File: config.mk
export PLATFORM = sky130hd
export DESIGN_NAME = infix_expression_lexer_unit
export DESIGN_NICKNAME = d
export VERILOG_FILES = /design/src/hdl/lexu_pkg.sv /design/src/hdl/lexu_front.sv /design/src/hdl/lexu_queue.sv /design/src/hdl/lexu_back.sv /design/src/hdl/infix_expression_lexer_unit.sv
export VERILOG_INCLUDE_DIRS = /design/src /design/src/hdl
export SDC_FILE = /design/constraint.sdc
export NUM_CORES = 1
export LEC_CHECK = 0
export BUFFER_PORTS_ARGS = -buffer_cell sky130_fd_sc_hd__buf_2
export CAP_MARGIN = 20
export CORE_ASPECT_RATIO = 0.75
export CORE_UTILIZATION = 40
export CTS_CLUSTER_DIAMETER = 200
export CTS_CLUSTER_SIZE = 40
export DETAILED_ROUTE_END_ITERATION = 8
export PLACE_DENSITY = 0.57
export SYNTH_ARGS = -nofsm -noshare
export SYNTH_HDL_FRONTEND = slang
export SYNTH_SLANG_ARGS = --single-unit
File: constraint.sdc
create_clock -name clk -period 5.7 [get_ports clk]
set_input_delay 0.285 -clock clk [delete_from_list [all_inputs] [get_ports clk]]
set_output_delay 0.285 -clock clk [all_outputs]
set_load 0.005 [all_outputs]
File: src/hdl/infix_expression_lexer_unit_defines.svh
// Assertion macros shared by the lexer RTL.
// Needs clk and rst_n in the scope where a macro is used.
`ifndef INFIX_EXPRESSION_LEXER_UNIT_DEFINES_SVH
`define INFIX_EXPRESSION_LEXER_UNIT_DEFINES_SVH

`ifndef NO_ASSERTIONS
// Property must hold at every clock edge out of reset
`define LEXU_ASSERT(lbl, prop, msg) \
  lbl: assert property (@(posedge clk) disable iff (!rst_n) prop) else $error(msg);
// Condition must never be true out of reset
`define LEXU_NEVER(lbl, cond, msg) \
  lbl: assert property (@(posedge clk) disable iff (!rst_n) !(cond)) else $error(msg);
`else
`define LEXU_ASSERT(lbl, prop, msg)
`define LEXU_NEVER(lbl, cond, msg)
`endif

`endif

File: src/hdl/lexu_pkg.sv
// Shared types, token codes, character codes and word table of the lexer.
// Used by the front, queue, back and top level modules.
package lexu_pkg;

  // Word buffer, result list and queue sizing
  localparam int WORD_MAX = 4;
  localparam int LEN_W    = $clog2(WORD_MAX + 1);
  localparam int CMP_N    = (WORD_MAX < 4) ? WORD_MAX : 4;
  localparam int RES_MAX  = 4;
  localparam int CNT_W    = $clog2(RES_MAX + 1);
  localparam int RIDX_W   = $clog2(RES_MAX);
  localparam int QDEPTH   = 4;
  localparam int QAW      = $clog2(QDEPTH);
  localparam int QCNT_W   = $clog2(QDEPTH + 1);

  // Token codes
  typedef enum logic [4:0] {
    TOK_SIN    = 5'd0,
    TOK_COS    = 5'd1,
    TOK_TAN    = 5'd2,
    TOK_ACOS   = 5'd3,
    TOK_ASIN   = 5'd4,
    TOK_ATAN   = 5'd5,
    TOK_SQRT   = 5'd6,
    TOK_LN     = 5'd7,
    TOK_LOG    = 5'd8,
    TOK_RPAR   = 5'd9,
    TOK_LPAR   = 5'd10,
    TOK_MOD    = 5'd11,
    TOK_ADD    = 5'd12,
    TOK_SUB    = 5'd13,
    TOK_MUL    = 5'd14,
    TOK_DIV    = 5'd15,
    TOK_POW    = 5'd16,
    TOK_UPLUS  = 5'd17,
    TOK_UMINUS = 5'd18,
    TOK_X      = 5'd19,
    TOK_NUM    = 5'd20,
    TOK_ERR    = 5'd21
  } tok_t;

  // Class of the previous token, one-hot
  typedef enum logic [4:0] {
    CLS_NONE    = 5'b00001,
    CLS_OPERAND = 5'b00010,
    CLS_CLOSE   = 5'b00100,
    CLS_OPEN    = 5'b01000,
    CLS_OTHER   = 5'b10000
  } cls_t;

  // Character codes
  localparam logic [7:0] CH_NUL   = 8'h00;
  localparam logic [7:0] CH_SPACE = 8'h20;
  localparam logic [7:0] CH_LPAR  = 8'h28;
  localparam logic [7:0] CH_RPAR  = 8'h29;
  localparam logic [7:0] CH_STAR  = 8'h2A;
  localparam logic [7:0] CH_PLUS  = 8'h2B;
  localparam logic [7:0] CH_MINUS = 8'h2D;
  localparam logic [7:0] CH_DOT   = 8'h2E;
  localparam logic [7:0] CH_SLASH = 8'h2F;
  localparam logic [7:0] CH_ZERO  = 8'h30;
  localparam logic [7:0] CH_NINE  = 8'h39;
  localparam logic [7:0] CH_UPE   = 8'h45;
  localparam logic [7:0] CH_CARET = 8'h5E;
  localparam logic [7:0] CH_LOWE  = 8'h65;
  localparam logic [7:0] CH_X     = 8'h78;

  // Word table: letters padded with zero, and length
  localparam int WORD_N       = 10;
  localparam int WORD_MOD_IDX = 9;
  localparam logic [7:0] WORD_TAB [WORD_N][4] = '{
    '{8'h73, 8'h69, 8'h6E, 8'h00},  // sin
    '{8'h63, 8'h6F, 8'h73, 8'h00},  // cos
    '{8'h74, 8'h61, 8'h6E, 8'h00},  // tan
    '{8'h61, 8'h63, 8'h6F, 8'h73},  // acos
    '{8'h61, 8'h73, 8'h69, 8'h6E},  // asin
    '{8'h61, 8'h74, 8'h61, 8'h6E},  // atan
    '{8'h73, 8'h71, 8'h72, 8'h74},  // sqrt
    '{8'h6C, 8'h6E, 8'h00, 8'h00},  // ln
    '{8'h6C, 8'h6F, 8'h67, 8'h00},  // log
    '{8'h6D, 8'h6F, 8'h64, 8'h00}   // mod
  };
  localparam int WORD_LEN [WORD_N] = '{3, 3, 3, 4, 4, 4, 4, 2, 3, 3};

  // One result
  typedef struct packed {
    tok_t       tok;
    logic [7:0] ch;
    logic       nend;
  } res_t;

  // Results caused by one input item
  typedef struct packed {
    res_t [RES_MAX-1:0] res;
    logic [CNT_W-1:0]   cnt;
  } entry_t;

  // Queue status seen by both sides
  typedef struct packed {
    logic full;
    logic empty;
  } qstat_t;

endpackage

File: src/hdl/lexu_front.sv
// Front end: accepts characters, tracks word/number/class state and builds
// the result list of each character. Depends on lexu_pkg.
`include "infix_expression_lexer_unit_defines.svh"

module lexu_front (
  input  logic              clk,
  input  logic              rst_n,
  input  logic              in_tvalid,
  output logic              in_tready,
  input  logic [7:0]        in_tdata,   // [7:0] character
  input  lexu_pkg::qstat_t  qstat,
  output logic              push,
  output lexu_pkg::entry_t  push_entry
);
  import lexu_pkg::*;

  logic [7:0]       word_chars_r [WORD_MAX];
  logic [7:0]       word_chars_nxt [WORD_MAX];
  logic [LEN_W-1:0] word_len_r, word_len_nxt;
  logic             word_ovf_r, word_ovf_nxt;
  logic [7:0]       held_char_r, held_char_nxt;
  logic             held_valid_r, held_valid_nxt;
  cls_t             prev_r, prev_nxt;

  logic       accept;
  logic [7:0] c;
  logic       is_num, is_sym, is_word;
  logic       found_ok;
  logic [3:0] found_idx;
  logic       do_resolve;
  cls_t       prev_mid;
  entry_t     ent;

  assign c         = in_tdata;
  assign in_tready = !qstat.full;
  assign accept    = in_tvalid && in_tready;

  // Classify the character
  always_comb begin
    is_num  = (c >= CH_ZERO && c <= CH_NINE) || c == CH_DOT || c == CH_UPE || c == CH_LOWE;
    is_sym  = c == CH_PLUS || c == CH_MINUS || c == CH_LPAR || c == CH_RPAR ||
              c == CH_CARET || c == CH_STAR || c == CH_SLASH;
    is_word = c != CH_NUL && c != CH_SPACE && c != CH_X && !is_num && !is_sym;
  end

  // Look up the pending word in the table
  always_comb begin
    logic same;
    found_ok  = 1'b0;
    found_idx = '0;
    for (int i = WORD_N - 1; i >= 0; i--) begin
      same = (int'(word_len_r) == WORD_LEN[i]);
      for (int k = 0; k < CMP_N; k++) begin
        if (word_chars_r[k] != WORD_TAB[i][k]) same = 1'b0;
      end
      if (same && !word_ovf_r) begin
        found_ok  = 1'b1;
        found_idx = 4'(i);
      end
    end
  end

  assign do_resolve = !is_word && (word_len_r != '0 || word_ovf_r);
  assign prev_mid   = do_resolve ? CLS_OTHER : prev_r;

  // Build the result list: number end, word (with multiply), multiply before '(' or x, character token
  always_comb begin
    res_t             cand [5];
    logic             cand_en [5];
    logic [CNT_W-1:0] n;
    for (int i = 0; i < 5; i++) begin
      cand[i]    = '{tok: TOK_ERR, ch: 8'h00, nend: 1'b0};
      cand_en[i] = 1'b0;
    end
    n = '0;

    // Held number closes on a non-number character
    cand[0]    = '{tok: TOK_NUM, ch: held_char_r, nend: 1'b1};
    cand_en[0] = !is_num && held_valid_r;

    // Multiply before a function word
    cand[1].tok = TOK_MUL;
    cand_en[1]  = do_resolve && found_ok && found_idx != 4'(WORD_MOD_IDX) &&
                  (prev_r == CLS_OPERAND || prev_r == CLS_CLOSE);

    // Word token
    cand_en[2] = do_resolve;
    if (!found_ok) cand[2].tok = TOK_ERR;
    else if (found_idx == 4'(WORD_MOD_IDX)) cand[2].tok = TOK_MOD;
    else cand[2].tok = tok_t'({1'b0, found_idx});

    // Multiply before '(' or x
    cand[3].tok = TOK_MUL;
    cand_en[3]  = (c == CH_LPAR || c == CH_X) &&
                  (prev_mid == CLS_OPERAND || prev_mid == CLS_CLOSE);

    // Token of the character itself
    cand_en[4] = 1'b1;
    if (is_num) begin
      cand[4]    = '{tok: TOK_NUM, ch: held_char_r, nend: 1'b0};
      cand_en[4] = held_valid_r;
    end else if (c == CH_LPAR) begin
      cand[4].tok = TOK_LPAR;
    end else if (c == CH_RPAR) begin
      cand[4].tok = TOK_RPAR;
    end else if (c == CH_PLUS) begin
      cand[4].tok = (prev_mid == CLS_NONE || prev_mid == CLS_OPEN) ? TOK_UPLUS : TOK_ADD;
    end else if (c == CH_MINUS) begin
      cand[4].tok = (prev_mid == CLS_NONE || prev_mid == CLS_OPEN) ? TOK_UMINUS : TOK_SUB;
    end else if (c == CH_STAR) begin
      cand[4].tok = TOK_MUL;
    end else if (c == CH_SLASH) begin
      cand[4].tok = TOK_DIV;
    end else if (c == CH_CARET) begin
      cand[4].tok = TOK_POW;
    end else if (c == CH_X) begin
      cand[4].tok = TOK_X;
    end else begin
      cand_en[4] = 1'b0;
    end

    // Pack enabled candidates in order
    ent.res = '0;
    for (int i = 0; i < 5; i++) begin
      if (cand_en[i] && n < CNT_W'(RES_MAX)) begin
        ent.res[n[RIDX_W-1:0]] = cand[i];
        n = n + CNT_W'(1);
      end
    end
    ent.cnt = n;
  end

  assign push       = accept && ent.cnt != '0;
  assign push_entry = ent;

  // Next state
  always_comb begin
    held_valid_nxt = is_num;
    held_char_nxt  = is_num ? c : 8'h00;
    word_chars_nxt = word_chars_r;
    word_len_nxt   = word_len_r;
    word_ovf_nxt   = word_ovf_r;
    if (do_resolve) begin
      for (int k = 0; k < WORD_MAX; k++) word_chars_nxt[k] = 8'h00;
      word_len_nxt = '0;
      word_ovf_nxt = 1'b0;
    end else if (is_word) begin
      if (word_len_r < LEN_W'(WORD_MAX)) begin
        for (int k = 0; k < WORD_MAX; k++) begin
          if (word_len_r == LEN_W'(k)) word_chars_nxt[k] = c;
        end
        word_len_nxt = word_len_r + LEN_W'(1);
      end else begin
        word_ovf_nxt = 1'b1;
      end
    end

    prev_nxt = prev_mid;
    if (c == CH_NUL) prev_nxt = CLS_NONE;
    else if (is_num || c == CH_X) prev_nxt = CLS_OPERAND;
    else if (c == CH_LPAR) prev_nxt = CLS_OPEN;
    else if (c == CH_RPAR) prev_nxt = CLS_CLOSE;
    else if (is_sym) prev_nxt = CLS_OTHER;
  end

  // State registers, advance on accept
  always_ff @(posedge clk) begin
    if (!rst_n) begin
      for (int k = 0; k < WORD_MAX; k++) word_chars_r[k] <= 8'h00;
      word_len_r   <= '0;
      word_ovf_r   <= 1'b0;
      held_char_r  <= 8'h00;
      held_valid_r <= 1'b0;
      prev_r       <= CLS_NONE;
    end else if (accept) begin
      word_chars_r <= word_chars_nxt;
      word_len_r   <= word_len_nxt;
      word_ovf_r   <= word_ovf_nxt;
      held_char_r  <= held_char_nxt;
      held_valid_r <= held_valid_nxt;
      prev_r       <= prev_nxt;
    end
  end

  `LEXU_ASSERT(a_push_cnt, (push |-> (push_entry.cnt != '0 && push_entry.cnt <= CNT_W'(RES_MAX))), "front pushed a bad result count")

endmodule

File: src/hdl/lexu_queue.sv
// Short queue of result lists between front and back end.
// Depends on lexu_pkg.
`include "infix_expression_lexer_unit_defines.svh"

module lexu_queue (
  input  logic              clk,
  input  logic              rst_n,
  input  logic              push,
  input  lexu_pkg::entry_t  push_entry,
  input  logic              pop,
  output lexu_pkg::entry_t  pop_entry,
  output lexu_pkg::qstat_t  qstat
);
  import lexu_pkg::*;

  entry_t            slots_r [QDEPTH];
  logic [QAW-1:0]    wr_ptr_r, wr_ptr_nxt;
  logic [QAW-1:0]    rd_ptr_r, rd_ptr_nxt;
  logic [QCNT_W-1:0] fill_r, fill_nxt;

  assign qstat.full  = fill_r == QCNT_W'(QDEPTH);
  assign qstat.empty = fill_r == '0;
  assign pop_entry   = slots_r[rd_ptr_r];

  // Advance pointers and fill count
  always_comb begin
    wr_ptr_nxt = push ? wr_ptr_r + QAW'(1) : wr_ptr_r;
    rd_ptr_nxt = pop ? rd_ptr_r + QAW'(1) : rd_ptr_r;
    fill_nxt   = fill_r;
    if (push && !pop) fill_nxt = fill_r + QCNT_W'(1);
    else if (pop && !push) fill_nxt = fill_r - QCNT_W'(1);
  end

  always_ff @(posedge clk) begin
    if (!rst_n) begin
      wr_ptr_r <= '0;
      rd_ptr_r <= '0;
      fill_r   <= '0;
    end else begin
      wr_ptr_r <= wr_ptr_nxt;
      rd_ptr_r <= rd_ptr_nxt;
      fill_r   <= fill_nxt;
    end
  end

  // Write slot
  always_ff @(posedge clk) begin
    if (push) slots_r[wr_ptr_r] <= push_entry;
  end

  `LEXU_NEVER(a_no_overflow, (push && qstat.full), "push into full queue")
  `LEXU_NEVER(a_no_underflow, (pop && qstat.empty), "pop from empty queue")
  `LEXU_NEVER(a_fill_range, (fill_r > QCNT_W'(QDEPTH)), "queue fill count out of range")

endmodule

File: src/hdl/lexu_back.sv
// Back end: takes result lists from the queue and sends one result per cycle,
// while out_tready allows, through the output register. Depends on lexu_pkg.
`include "infix_expression_lexer_unit_defines.svh"

module lexu_back (
  input  logic              clk,
  input  logic              rst_n,
  input  lexu_pkg::qstat_t  qstat,
  input  lexu_pkg::entry_t  pop_entry,
  output logic              pop,
  output logic              out_tvalid,
  input  logic              out_tready,
  output logic [15:0]       out_tdata,  // [4:0] token, [12:5] number_char, [13] number_end
  output logic              out_tlast   // last
);
  import lexu_pkg::*;

  entry_t            cur_r, cur_nxt;
  logic              cur_valid_r, cur_valid_nxt;
  logic [RIDX_W-1:0] idx_r, idx_nxt;
  res_t              out_res_r, out_res_nxt;
  logic              out_last_r, out_last_nxt;
  logic              out_valid_r, out_valid_nxt;

  logic out_free, emit, cur_done;

  assign out_free = !out_valid_r || out_tready;
  assign emit     = cur_valid_r && out_free;
  assign cur_done = emit && (CNT_W'(idx_r) == cur_r.cnt - CNT_W'(1));
  assign pop      = !qstat.empty && (!cur_valid_r || cur_done);

  // Step through the current list, load the next one when it is done
  always_comb begin
    cur_nxt       = cur_r;
    cur_valid_nxt = cur_valid_r;
    idx_nxt       = idx_r;
    if (pop) begin
      cur_nxt       = pop_entry;
      cur_valid_nxt = 1'b1;
      idx_nxt       = '0;
    end else if (cur_done) begin
      cur_valid_nxt = 1'b0;
    end else if (emit) begin
      idx_nxt = idx_r + RIDX_W'(1);
    end

    out_res_nxt   = out_res_r;
    out_last_nxt  = out_last_r;
    out_valid_nxt = out_valid_r;
    if (emit) begin
      out_res_nxt   = cur_r.res[idx_r];
      out_last_nxt  = cur_done;
      out_valid_nxt = 1'b1;
    end else if (out_tready) begin
      out_valid_nxt = 1'b0;
    end
  end

  always_ff @(posedge clk) begin
    if (!rst_n) begin
      cur_valid_r <= 1'b0;
      idx_r       <= '0;
      out_valid_r <= 1'b0;
    end else begin
      cur_valid_r <= cur_valid_nxt;
      idx_r       <= idx_nxt;
      out_valid_r <= out_valid_nxt;
    end
  end

  // Payload, no reset
  always_ff @(posedge clk) begin
    cur_r      <= cur_nxt;
    out_res_r  <= out_res_nxt;
    out_last_r <= out_last_nxt;
  end

  assign out_tvalid = out_valid_r;
  assign out_tdata  = {2'b00, out_res_r.nend, out_res_r.ch, out_res_r.tok};
  assign out_tlast  = out_last_r;

  `LEXU_ASSERT(a_idx_in_list, (cur_valid_r |-> (CNT_W'(idx_r) < cur_r.cnt)), "result index past end of list")

endmodule

File: src/hdl/infix_expression_lexer_unit.sv
// Top level of the infix expression lexer: front end, result queue, back end.
// Depends on lexu_pkg, lexu_front, lexu_queue and lexu_back.
//
// Usage:
//   in_*  : one ASCII character per item in in_tdata[7:0]; character 0 ends
//           the expression and flushes a pending number or word.
//   out_* : token stream; out_tdata holds token, number_char, number_end and
//           out_tlast marks the final result caused by one input character.
//   A character that causes no result (space, word letter, first digit)
//   produces nothing on the output.
// Path: the first result of a character reaches out_tvalid via the queue
//   slot written at the accepting edge, then the list register, then the
//   output register, when the back end is idle.
// Throughput: one character per cycle while the four-entry result queue has
//   room; the back end sends one result per cycle while out_tready is high,
//   so each result that a character gives takes its own turn on the output.
// Reset: synchronous on rst_n low; clears word, number and class state and
//   empties the queue, so the next character starts a new expression.
// Stall: when out_tready is low the output holds; the queue absorbs up to four
//   characters' results, then in_tready drops until space frees up.
module infix_expression_lexer_unit (
  input  logic        clk,
  input  logic        rst_n,
  input  logic        in_tvalid,
  output logic        in_tready,
  input  logic [7:0]  in_tdata,   // [7:0] character
  output logic        out_tvalid,
  input  logic        out_tready,
  output logic [15:0] out_tdata,  // [4:0] token, [12:5] number_char, [13] number_end
  output logic        out_tlast   // last
);
  import lexu_pkg::*;

  qstat_t qstat;
  logic   push, pop;
  entry_t push_entry, pop_entry;

  // Classify and build result lists
  lexu_front u_front (
    .clk        (clk),
    .rst_n      (rst_n),
    .in_tvalid  (in_tvalid),
    .in_tready  (in_tready),
    .in_tdata   (in_tdata),
    .qstat      (qstat),
    .push       (push),
    .push_entry (push_entry)
  );

  // Decouple front and back
  lexu_queue u_queue (
    .clk        (clk),
    .rst_n      (rst_n),
    .push       (push),
    .push_entry (push_entry),
    .pop        (pop),
    .pop_entry  (pop_entry),
    .qstat      (qstat)
  );

  // Send results one per cycle while out_tready is high
  lexu_back u_back (
    .clk        (clk),
    .rst_n      (rst_n),
    .qstat      (qstat),
    .pop_entry  (pop_entry),
    .pop        (pop),
    .out_tvalid (out_tvalid),
    .out_tready (out_tready),
    .out_tdata  (out_tdata),
    .out_tlast  (out_tlast)
  );

endmodule
==> flow_metrics.tcl, run 1 <==
set metrics [dict create \
    max_slew_margin_pct 31.5 \
    status "completed" \
    antenna_found_initial 0 \
    grt_max_degree 63 \
    root_buffer "clkbuf_16" \
    final.setup.tns_ns 0 \
    yosysWarnings 0 \
    drt_wl_total_mm 34.3 \
    crit_path_end_kind "flip-flop" \
    ir_drop_uv 239 \
    cpPeakStageDelay_ns 0.41 \
    grt_util_all_layers_pct 17.9 \
    r2r_setup_slack_ns 0.38 \
    worstHoldPathCells 3 \
    critPathTopFamily "simple AND/OR/NAND/NOR gates" \
    rows 61 \
    multi_input_area_um2 5110 \
    crit_buf_inv 5 \
    htree_levels 1 \
    dp_hpwl_mm 22.8 \
    tightest_slew_ns 1.03 \
    async_flop_share_pct 0 \
    portBuffers 28 \
    final_util_pct 45.5 \
    placedInstanceArea_um2 16400 \
    yosysUniqueCellTypes 70 \
    grt_use_met2_pct 26.6 \
    wl_per_cell_um 21.7 \
    clock_latency_ns 0.53 \
    hold_viol 0 \
    fin_crit_sh_pct 93.3 \
    r2r_cells 29 \
    hold_path_class "in -> reg" \
    drive_gt1_share_pct 20.4 \
    synthFlopType "edfxtp_1" \
    crit_start "u_front.word_len_r[0]" \
    synthesis.instances 1017 \
    start_util_pct 41.0 \
    grtUsageMet3_pct 3.15 \
    path_class "reg -> reg" \
    cts_tree "done" \
    synthTopCellsByArea "edfxtp_1, mux4_2, dfxtp_1" \
    worstPathArrival_ns 5.79 \
    final_area_um2 17000 \
    p_per_area_nw_per_um2 358 \
    syn_area_per_cell_um2 15.1 \
    drc 0 \
    die-area_um2 39100 \
    fp.dieH_um 172 \
    ant_nets 0 \
    yosysTopAreaCell "edfxtp_1" \
    final_nets 1112 \
    netlist_top_cells_count "edfxtp_1, mux4_2, nor2_1" \
    ctsHoldBuffers 0 \
    worstPathRequired_ns 6.17 \
    synth_top_area_share_pct 57.8 \
    path_clk_slew_ns 0.15 \
    grt_use_met1_pct 28.0 \
    fin_crit_ns 5.32 \
    die_w_um 228 \
    place.gp.congestion 0.880 \
    clockBufferDepth 3 \
    cp_num_cells 29 \
    nFillCells 3312 \
    synth_area_um2 15300 \
    total_power_mw 6.08 \
    area_delta_synth_final_pct 10.8 \
    synth-seq-cells 356 \
    slew_violations 0 \
    clock-sinks 356 \
    setup_viol 0 \
    worst-path-max-fanout 4 \
    grt.overflow.total 0 \
    synth_edf_count 295 \
    start_kind "flip-flop" \
    cap_viol_max_count 0 \
    grt_pass1_vias 8565 \
    leakage_nw 5.54 \
    top_usage_layer "met1" \
    firstDrtPassIters 5 \
    grt_pass1_wl_mm 53.3 \
    dr_total_vias 8733 \
    cts-buffers-inserted 12 \
    core_um2 37400 \
    clock_skew_ns 0.0306 \
    drtIter0Drc 735 \
    setup.worst_path.end "u_queue.fill_r[2]" \
    ioPinCount 31 \
    ff_latch_area_um2 10100 \
    max_freq_mhz 188 \
    yosysMostFrequentCell "edfxtp_1" \
    rr_startpoint "u_front.word_len_r[0]" \
    yosysSeqAreaShare_pct 65.7 \
    via_per_inst 5.52 \
    cp_slowest_cell "or3_4" \
    r2r_end "u_queue.fill_r[2]" \
]
-- sequential cells by signal (all words and copies together) (netlist names) --
name,cells
u_queue.slots_r,224
u_queue.fill_r,3
u_back.out_tlast,1
u_front.word_len_r,3
u_front.word_ovf_r,1
u_front.held_valid_r,1
u_back.idx_r,2
u_front.word_chars_r,32
u_back.out_tvalid,1
u_front.held_char_r,8
u_queue.rd_ptr_r,2
u_queue.wr_ptr_r,2
u_back.out_tdata,14
u_back.cur_r,56
u_front.prev_r,5
u_back.cur_valid_r,1
-- worst min path at each step --
| stage | slack (ns) | startpoint | end |
|---|---|---|---|
| global placement | 0.46 | u_back.cur_valid_r | u_back.out_tvalid |
| finish | 0.05 | out_tready | u_back.out_tvalid |
| global route | 0.06 | out_tready | u_back.out_tvalid |
| CTS | 0.03 | out_tready | u_back.out_tvalid |
| detailed placement | 0.48 | u_back.cur_valid_r | u_back.out_tvalid |
| floorplan | 0.44 | rst_n | u_front.held_char_r[7] |
-- timing repair --
item,4_1_cts,5_1_grt
setup endpoints to repair,0,221
buffers inserted,0,6
gates resized for setup,0,34
-- per-layer routing --
metal | up-vias | share of wire (%)
li1 | 4018 | -
met1 | 4492 | 51
met2 | 205 | 43
met3 | 18 | 5.3
met4 | 0 | 0.87
met5 | - | 0
-- logic make-up after synthesis --
kind of cell,Yosys count,share of synthesized area [%]
muxes,111,12.9
buffers and inverters,74,1.97
and+or+nand+nor,334,11.9
xor gates and xnor gates,12,0.685
other,1,0.0245
DFF,356,65.7
AOI/OAI and AO/OA,102,4.63
adders and majority gates,27,2.24
-- worst register-to-register path: cells and delay by family, from the launching register on --
| kind | cells | cell delay, ns |
|---|---|---|
| AO/OA/AOI/OAI | 3 | 0.45 |
| XOR/XNOR | 2 | 0.33 |
| adder cells (fa/ha/maj) | 6 | 1.62 |
| buffers and inverters | 5 | 0.41 |
| flip-flops | 1 | 0.37 |
| multiplexers | 2 | 0.29 |
| AND/OR/NAND/NOR | 11 | 1.82 |
-- where the power goes --
group / internal (mW) / switching (mW)
sequential: 3.28 / 0.183
combinational: 0.667 / 0.740
clock: 0.473 / 0.732
total: 4.42 / 1.65
-- area by class of cell --
type | instances | share of cell area (%)
Multi-Input combinational cell | 588 | 30.1
Clock inverter | 1 | 0.177
Clock buffer | 17 | 2.00
Inverter | 28 | 0.618
Tap cell | 504 | 3.71
Timing Repair Buffer | 88 | 4.06
Sequential cell | 356 | 59.4
Antenna cell | 1 | 0.0147
-- stage by stage --
stage,hold slack [ns],instances,setup WS (ns)
after floorplan,0.438,1018,0.0814
after global placement,0.464,1558,0.154
after detailed placement,0.482,1558,0.0558
after CTS,0.0340,1576,0.0129
after global routing,0.0599,1582,-0.00802
final,0.0525,1583,0.382
-- placed cells by master, fill, tap and decap left out, drive strengths merged, types with 7 or more instances in the layout --
| cell | instances |
|---|---|
| a21boi | 11 |
| a21oi | 16 |
| a31oi | 8 |
| and2 | 28 |
| and3 | 9 |
| buf | 88 |
| clkbuf | 17 |
| dfxtp | 61 |
| edfxtp | 295 |
| ha | 25 |
| inv | 28 |
| mux2i | 42 |
| mux4 | 69 |
| nand2 | 65 |
| nand3 | 34 |
| nand4 | 11 |
| nor2 | 66 |
| nor2b | 42 |
| nor3 | 16 |
| nor4 | 9 |
| o21ai | 24 |
| o22ai | 7 |
| or4 | 7 |
| xnor2 | 8 |
Note: power is estimated with default switching activity, not from simulation.
==> run 2: changes to the inputs <==
Settings changed: ABC_AREA set to 1.
==> run 2 against run 1 <==
Clock power is essentially flat; synthesized area increased by 1.1%; first-iteration DRC count grew 36%; critical path type unchanged; power up 3.9%; sequential power increased by 2%; non-clock buffer count down 33; die area up 1.1%; hold slack worse by 0.0072 ns; critical path depth increased by 8; routed wire length grew 15%.
==> flow_metrics.tcl, run 2 <==
set metrics [dict create \
    status "completed" \
    layout_common_cells "edfxtp_1, nor2_1, o21ai_0" \
    hold_viol 0 \
    clock_latency_ns 0.53 \
    power_switching_mw 2.05 \
    synth_edf_count 295 \
    critPathTopFamily "simple AND/OR/NAND/NOR gates" \
    place.gp.congestion 0.966 \
    fin_ws_ns 0.400 \
    fin_crit_ns 5.30 \
    drtIter0Drc 1003 \
    dp_hpwl_mm 25.0 \
    slew_violations 0 \
    via_per_inst 5.42 \
    cts_tree "done" \
    drc 0 \
    synth_top_area_share_pct 57.1 \
    start_kind "flip-flop" \
    portBuffers 28 \
    placedInstanceArea_um2 16300 \
    worstPathRequired_ns 6.13 \
    final_util_pct 43.9 \
    mostFrequentLayoutCell "edfxtp_1" \
    drive_gt1_share_pct 9.83 \
    finalNonFillerCells 1997 \
    start_util_pct 40.6 \
    hold_path_class "in -> reg" \
    switching_share_pct 32.5 \
    dr_total_vias 10800 \
    yosysMostFrequentCell "edfxtp_1" \
    cap_viol_max_count 0 \
    firstDrtPassIters 5 \
    path_clk_slew_ns 0.15 \
    synth_area_um2 15500 \
    p_per_area_nw_per_um2 376 \
    final_nets 1518 \
    grt_pass1_vias 10000 \
    core_um2 38200 \
    num_antenna_cells 0 \
    crit_buf_inv 10 \
    path_class "reg -> reg" \
    root_buffer "clkbuf_16" \
    netlist_top_cells_count "edfxtp_1, nor2_1, o21ai_0" \
    synth-seq-cells 356 \
    max_slew_margin_pct 32.9 \
    yosysUniqueCellTypes 47 \
    fin_crit_sh_pct 93.0 \
    fp.dieH_um 173 \
    ant_nets 0 \
    rows 62 \
    crit_top_cell "inv_1" \
    clock_skew_ns 0.0238 \
    grt_util_all_layers_pct 20.0 \
    cts-buffers-inserted 12 \
    top_regs "u_queue.slots_r (224), u_back.cur_r (56), u_front.word_chars_r (32)" \
    grt_pass1_wl_mm 61.1 \
    syn_area_per_cell_um2 10.5 \
    die-area_um2 39600 \
    ioPinCount 31 \
    seqPwrFrac_pct 55.9 \
    max_freq_mhz 189 \
    clock-sinks 356 \
    setup_viol 0 \
    ir_drop_uv 273 \
    cpPeakStageDelay_ns 0.44 \
    drt_wl_total_mm 39.6 \
    worstPathArrival_ns 5.73 \
    final.setup.tns_ns 0 \
    yosysSeqAreaShare_pct 65.0 \
    htree_levels 1 \
    final_area_um2 16800 \
    async_flop_share_pct 0 \
    yosysTopAreaCell "edfxtp_1" \
    die_w_um 229 \
    dp_slack_ns 0.0475 \
    worst-path-max-fanout 5 \
    power.internal_mw 4.26 \
    antenna_found_initial 0 \
    fin_hold_ws_ns 0.0452 \
    cp_slowest_cell "fa_1" \
    tightest_slew_ns 1.01 \
    area_delta_synth_final_pct 8.27 \
    synthesis.instances 1471 \
    pwr-share-clk_pct 19.5 \
    comb_power_share_pct 24.7 \
    clockBufferDepth 3 \
    grt.overflow.total 0 \
    leakage_nw 5.69 \
    grt_max_degree 94 \
    largest_reg_flops 224 \
    crit_path_end_kind "flip-flop" \
    top_register "u_queue.slots_r" \
    synthTopCellsByArea "edfxtp_1, dfxtp_1, o21ai_0" \
    dp.cells 1977 \
    rsz0062_at_grt "no" \
    synthFlopType "edfxtp_1" \
    wl_per_cell_um 19.8 \
    total_power_mw 6.31 \
    yosysWarnings 0 \
]
-- run 2: changes by cell type in the layout (fill, tap and decap cells not counted), sizes merged, moves of 52 or more --
| cell | previous run | this run |
|---|---|---|
| inv | 28 | 136 |
| o21ai | 24 | 210 |
| o22ai | 7 | 72 |
| mux4 | 69 | 0 |
| nand2 | 65 | 140 |
| a21oi | 16 | 68 |
| nor2 | 66 | 258 |
-- run 2: layout make-up --
cell class / instances / area, um^2
clock buffer: 18 / 344
multi-input combinational: 915 / 4770
timing repair buffer: 55 / 393
fill: 3573 / 21500
clock inverter: 1 / 30.0
tap: 512 / 641
sequential: 356 / 10100
inverter: 140 / 527
-- run 2: repair_timing --
action	in CTS	in global routing
hold endpoints to repair	0	0
setup buffers	0	1
setup endpoints to repair	1	220
gates resized for setup	2	19
pin swaps	0	0
hold buffers	0	0
-- run 2: worst paths after layout --
path / startpoint / endpoint / slack [ns] / cells after the start
max: u_front.word_len_r[0] / u_queue.fill_r[2] / 0.40 / 37
min reg2reg: u_front.held_valid_r / u_front.held_valid_r / 0.48 / 2
min: out_tready / u_back.out_tvalid / 0.05 / 4
max reg2reg: u_front.word_len_r[0] / u_queue.fill_r[2] / 0.40 / 37
-- run 2: cells by family after synthesis --
group	synth area share, %
AOI/OAI and AO/OA	12.7
xor gates and xnor gates	0.226
adders and majority gates	2.15
buffers and inverters	5.11
DFF	65.0
other	0.0242
and+or+nand+nor	14.8
-- run 2: worst min-delay path, cell delays in order --
cell,delay (ns)
buf_2,0.08
inv_1,0.03
nand2_1,0.07
a21oi_1,0.06
-- run 2: power by group through the flow --
stage,clock [mW],sequential (mW),combinational [mW]
after floorplan,0,3.54,1.02
after global placement,0,3.59,1.55
after detailed placement,0,3.59,1.57
after CTS,1.26,3.53,1.57
after global routing,1.33,3.57,1.75
final,1.23,3.53,1.56
-- run 2: metal layers --
layer,vias to the layer above,GRT usage (%),wire [um]
met5,-,0,0
met4,0,3.28,631
met3,34,2.97,2440
met2,286,29.6,16800
met1,5329,31.2,19700
li1,5178,-,-
==> run 3: changes to the inputs <==
Settings changed: CTS_CLUSTER_DIAMETER 200 to not set, RECOVER_POWER set to 25.
==> run 3 against run 2 <==
The run now ends with capacitance limit, slew limit left; core utilization is 1.9 points higher; design area grew 4.3%; non-clock buffer count down 1; via count increased by 1.4%; clock skew decreased by 0.0038 ns; power increased by 18%; sequential power about the same; sequential cell count stayed put; worst setup slack better by 0.061 ns; combinational power is essentially flat; fmax grew 1.2%; critical endpoint unchanged; final cell count grew 2.3%.
==> flow_metrics.tcl, run 3 (synthesized netlist as in run 2, its figures left out) <==
set metrics [dict create \
    status "finished with violations" \
    violations "capacitance limit, slew limit" \
    cap_viol_max_count 5 \
    portBuffers 28 \
    wl_per_cell_um 19.8 \
    start_kind "flip-flop" \
    dr_total_vias 11000 \
    grt_max_degree 94 \
    largest_reg_flops 224 \
    area_delta_synth_final_pct 12.9 \
    ff_latch_area_um2 10100 \
    antenna_found_initial 0 \
    post_cts_resized 0 \
    top_regs "u_queue.slots_r (224), u_back.cur_r (56), u_front.word_chars_r (32)" \
    crit_path_end_kind "flip-flop" \
    final_area_um2 17500 \
    drive_gt1_share_pct 10.4 \
    final_util_pct 45.8 \
    cts-buffers-inserted 38 \
    max_freq_mhz 191 \
    via_per_inst 5.38 \
    total_power_mw 7.45 \
    die-area_um2 39600 \
    start_util_pct 40.6 \
    dp_slack_ns 0.0475 \
    worstPathRequired_ns 6.17 \
    finalNonFillerCells 2042 \
    cp_slowest_cell "dfxtp_1" \
    clock-sinks 356 \
    place.gp.congestion 0.966 \
    drtIter0Drc 1031 \
    fin_crit_ns 5.24 \
    grt_pass1_wl_mm 62.6 \
    slew_violations 189 \
    critPathTopFamily "simple AND/OR/NAND/NOR gates" \
    cpPeakStageDelay_ns 0.44 \
    worstPathArrival_ns 5.71 \
    root_buffer "clkbuf_16" \
    grt.overflow.total 0 \
    drc 0 \
    nFillCells 3540 \
    drt_wl_total_mm 40.4 \
    tightest_slew_ns 3.04 \
    p_per_area_nw_per_um2 425 \
    cts_tree "done" \
    ant_nets 0 \
    fin_crit_sh_pct 91.9 \
    setup_viol 0 \
    rsz0062_at_grt "no" \
    firstDrtPassIters 5 \
    fp.dieH_um 173 \
    mostFrequentLayoutCell "edfxtp_1" \
    worst-path-max-fanout 6 \
    fin_hold_ws_ns 0.0490 \
    layout_common_cells "edfxtp_1, nor2_1, o21ai_0" \
    core_um2 38200 \
    fin_ws_ns 0.461 \
    htree_levels 2 \
    clockBufferDepth 3 \
    num_antenna_cells 0 \
    clock_latency_ns 0.55 \
    placedInstanceArea_um2 16300 \
    crit_buf_inv 9 \
    hold_path_class "in -> reg" \
    ioPinCount 31 \
    final.setup.tns_ns 0 \
    leakage_nw 6.02 \
    max_slew_margin_pct -102 \
    rows 62 \
    hold_viol 0 \
    grt_util_all_layers_pct 20.6 \
    path_class "reg -> reg" \
    final_nets 1543 \
    dp_hpwl_mm 25.0 \
    dp.cells 1977 \
    crit_top_cell "inv_1" \
    clock_skew_ns 0.0200 \
    top_register "u_queue.slots_r" \
    path_clk_slew_ns 0.06 \
    grt_pass1_vias 10400 \
    multi_input_area_um2 4750 \
    die_w_um 229 \
    post_cts_buffers 0 \
    ir_drop_uv 213 \
    ctsHoldBuffers 0 \
]
run 3: cell types whose count changed in the layout (fill, tap and decap cells not counted), moves of 2 or more:
cell,delta
a21oi_1,+2
a21oi_2,-2
buf_2,-6
buf_4,-9
clkbuf_1,+19
clkbuf_16,+26
clkbuf_2,+2
clkinv_1,+5
clkinv_2,+4
dfxtp_1,+3
dfxtp_2,-3
nor2_1,+2
nor2_2,-2
run 3: worst paths after layout:
kind / startpoint / endpoint / slack [ns] / cells past startpoint
max reg2reg: u_front.word_ovf_r / u_queue.fill_r[2] / 0.46 / 33
min: out_tready / u_back.out_tvalid / 0.05 / 4
max: u_front.word_ovf_r / u_queue.fill_r[2] / 0.46 / 33
min reg2reg: u_front.held_valid_r / u_front.held_valid_r / 0.47 / 2
run 3: routing by layer:
metal  part of all wire (%)  track usage (%)
met5                      0                0
met4                    2.0             5.53
met3                    6.8             3.84
met2                     42             29.9
met1                     49             31.4
run 3: worst register-to-register path, delay by kind of cell, from the launching register on:
family                   cells  cell delay [ns]
adder cells (fa/ha/maj)      5             1.23
AND/OR/NAND/NOR             14             1.76
flip-flops                   1             0.44
buffers and inverters        9             0.92
AO/OA/AOI/OAI                5             0.83
run 3: layout make-up:
cell class	count	share of cell area, %
multi-input combinational	915	27.1
timing repair buffer	54	2.00
clock inverter	14	0.772
tap	512	3.66
sequential	356	57.6
inverter	140	3.01
clock buffer	51	5.83
run 3: power by group:
group | total, mW | internal, mW | switching (mW)
registers | 3.55 | 3.37 | 0.175
clock network | 2.35 | 1.35 | 1.00
logic | 1.55 | 0.421 | 1.13
total | 7.45 | 5.15 | 2.30
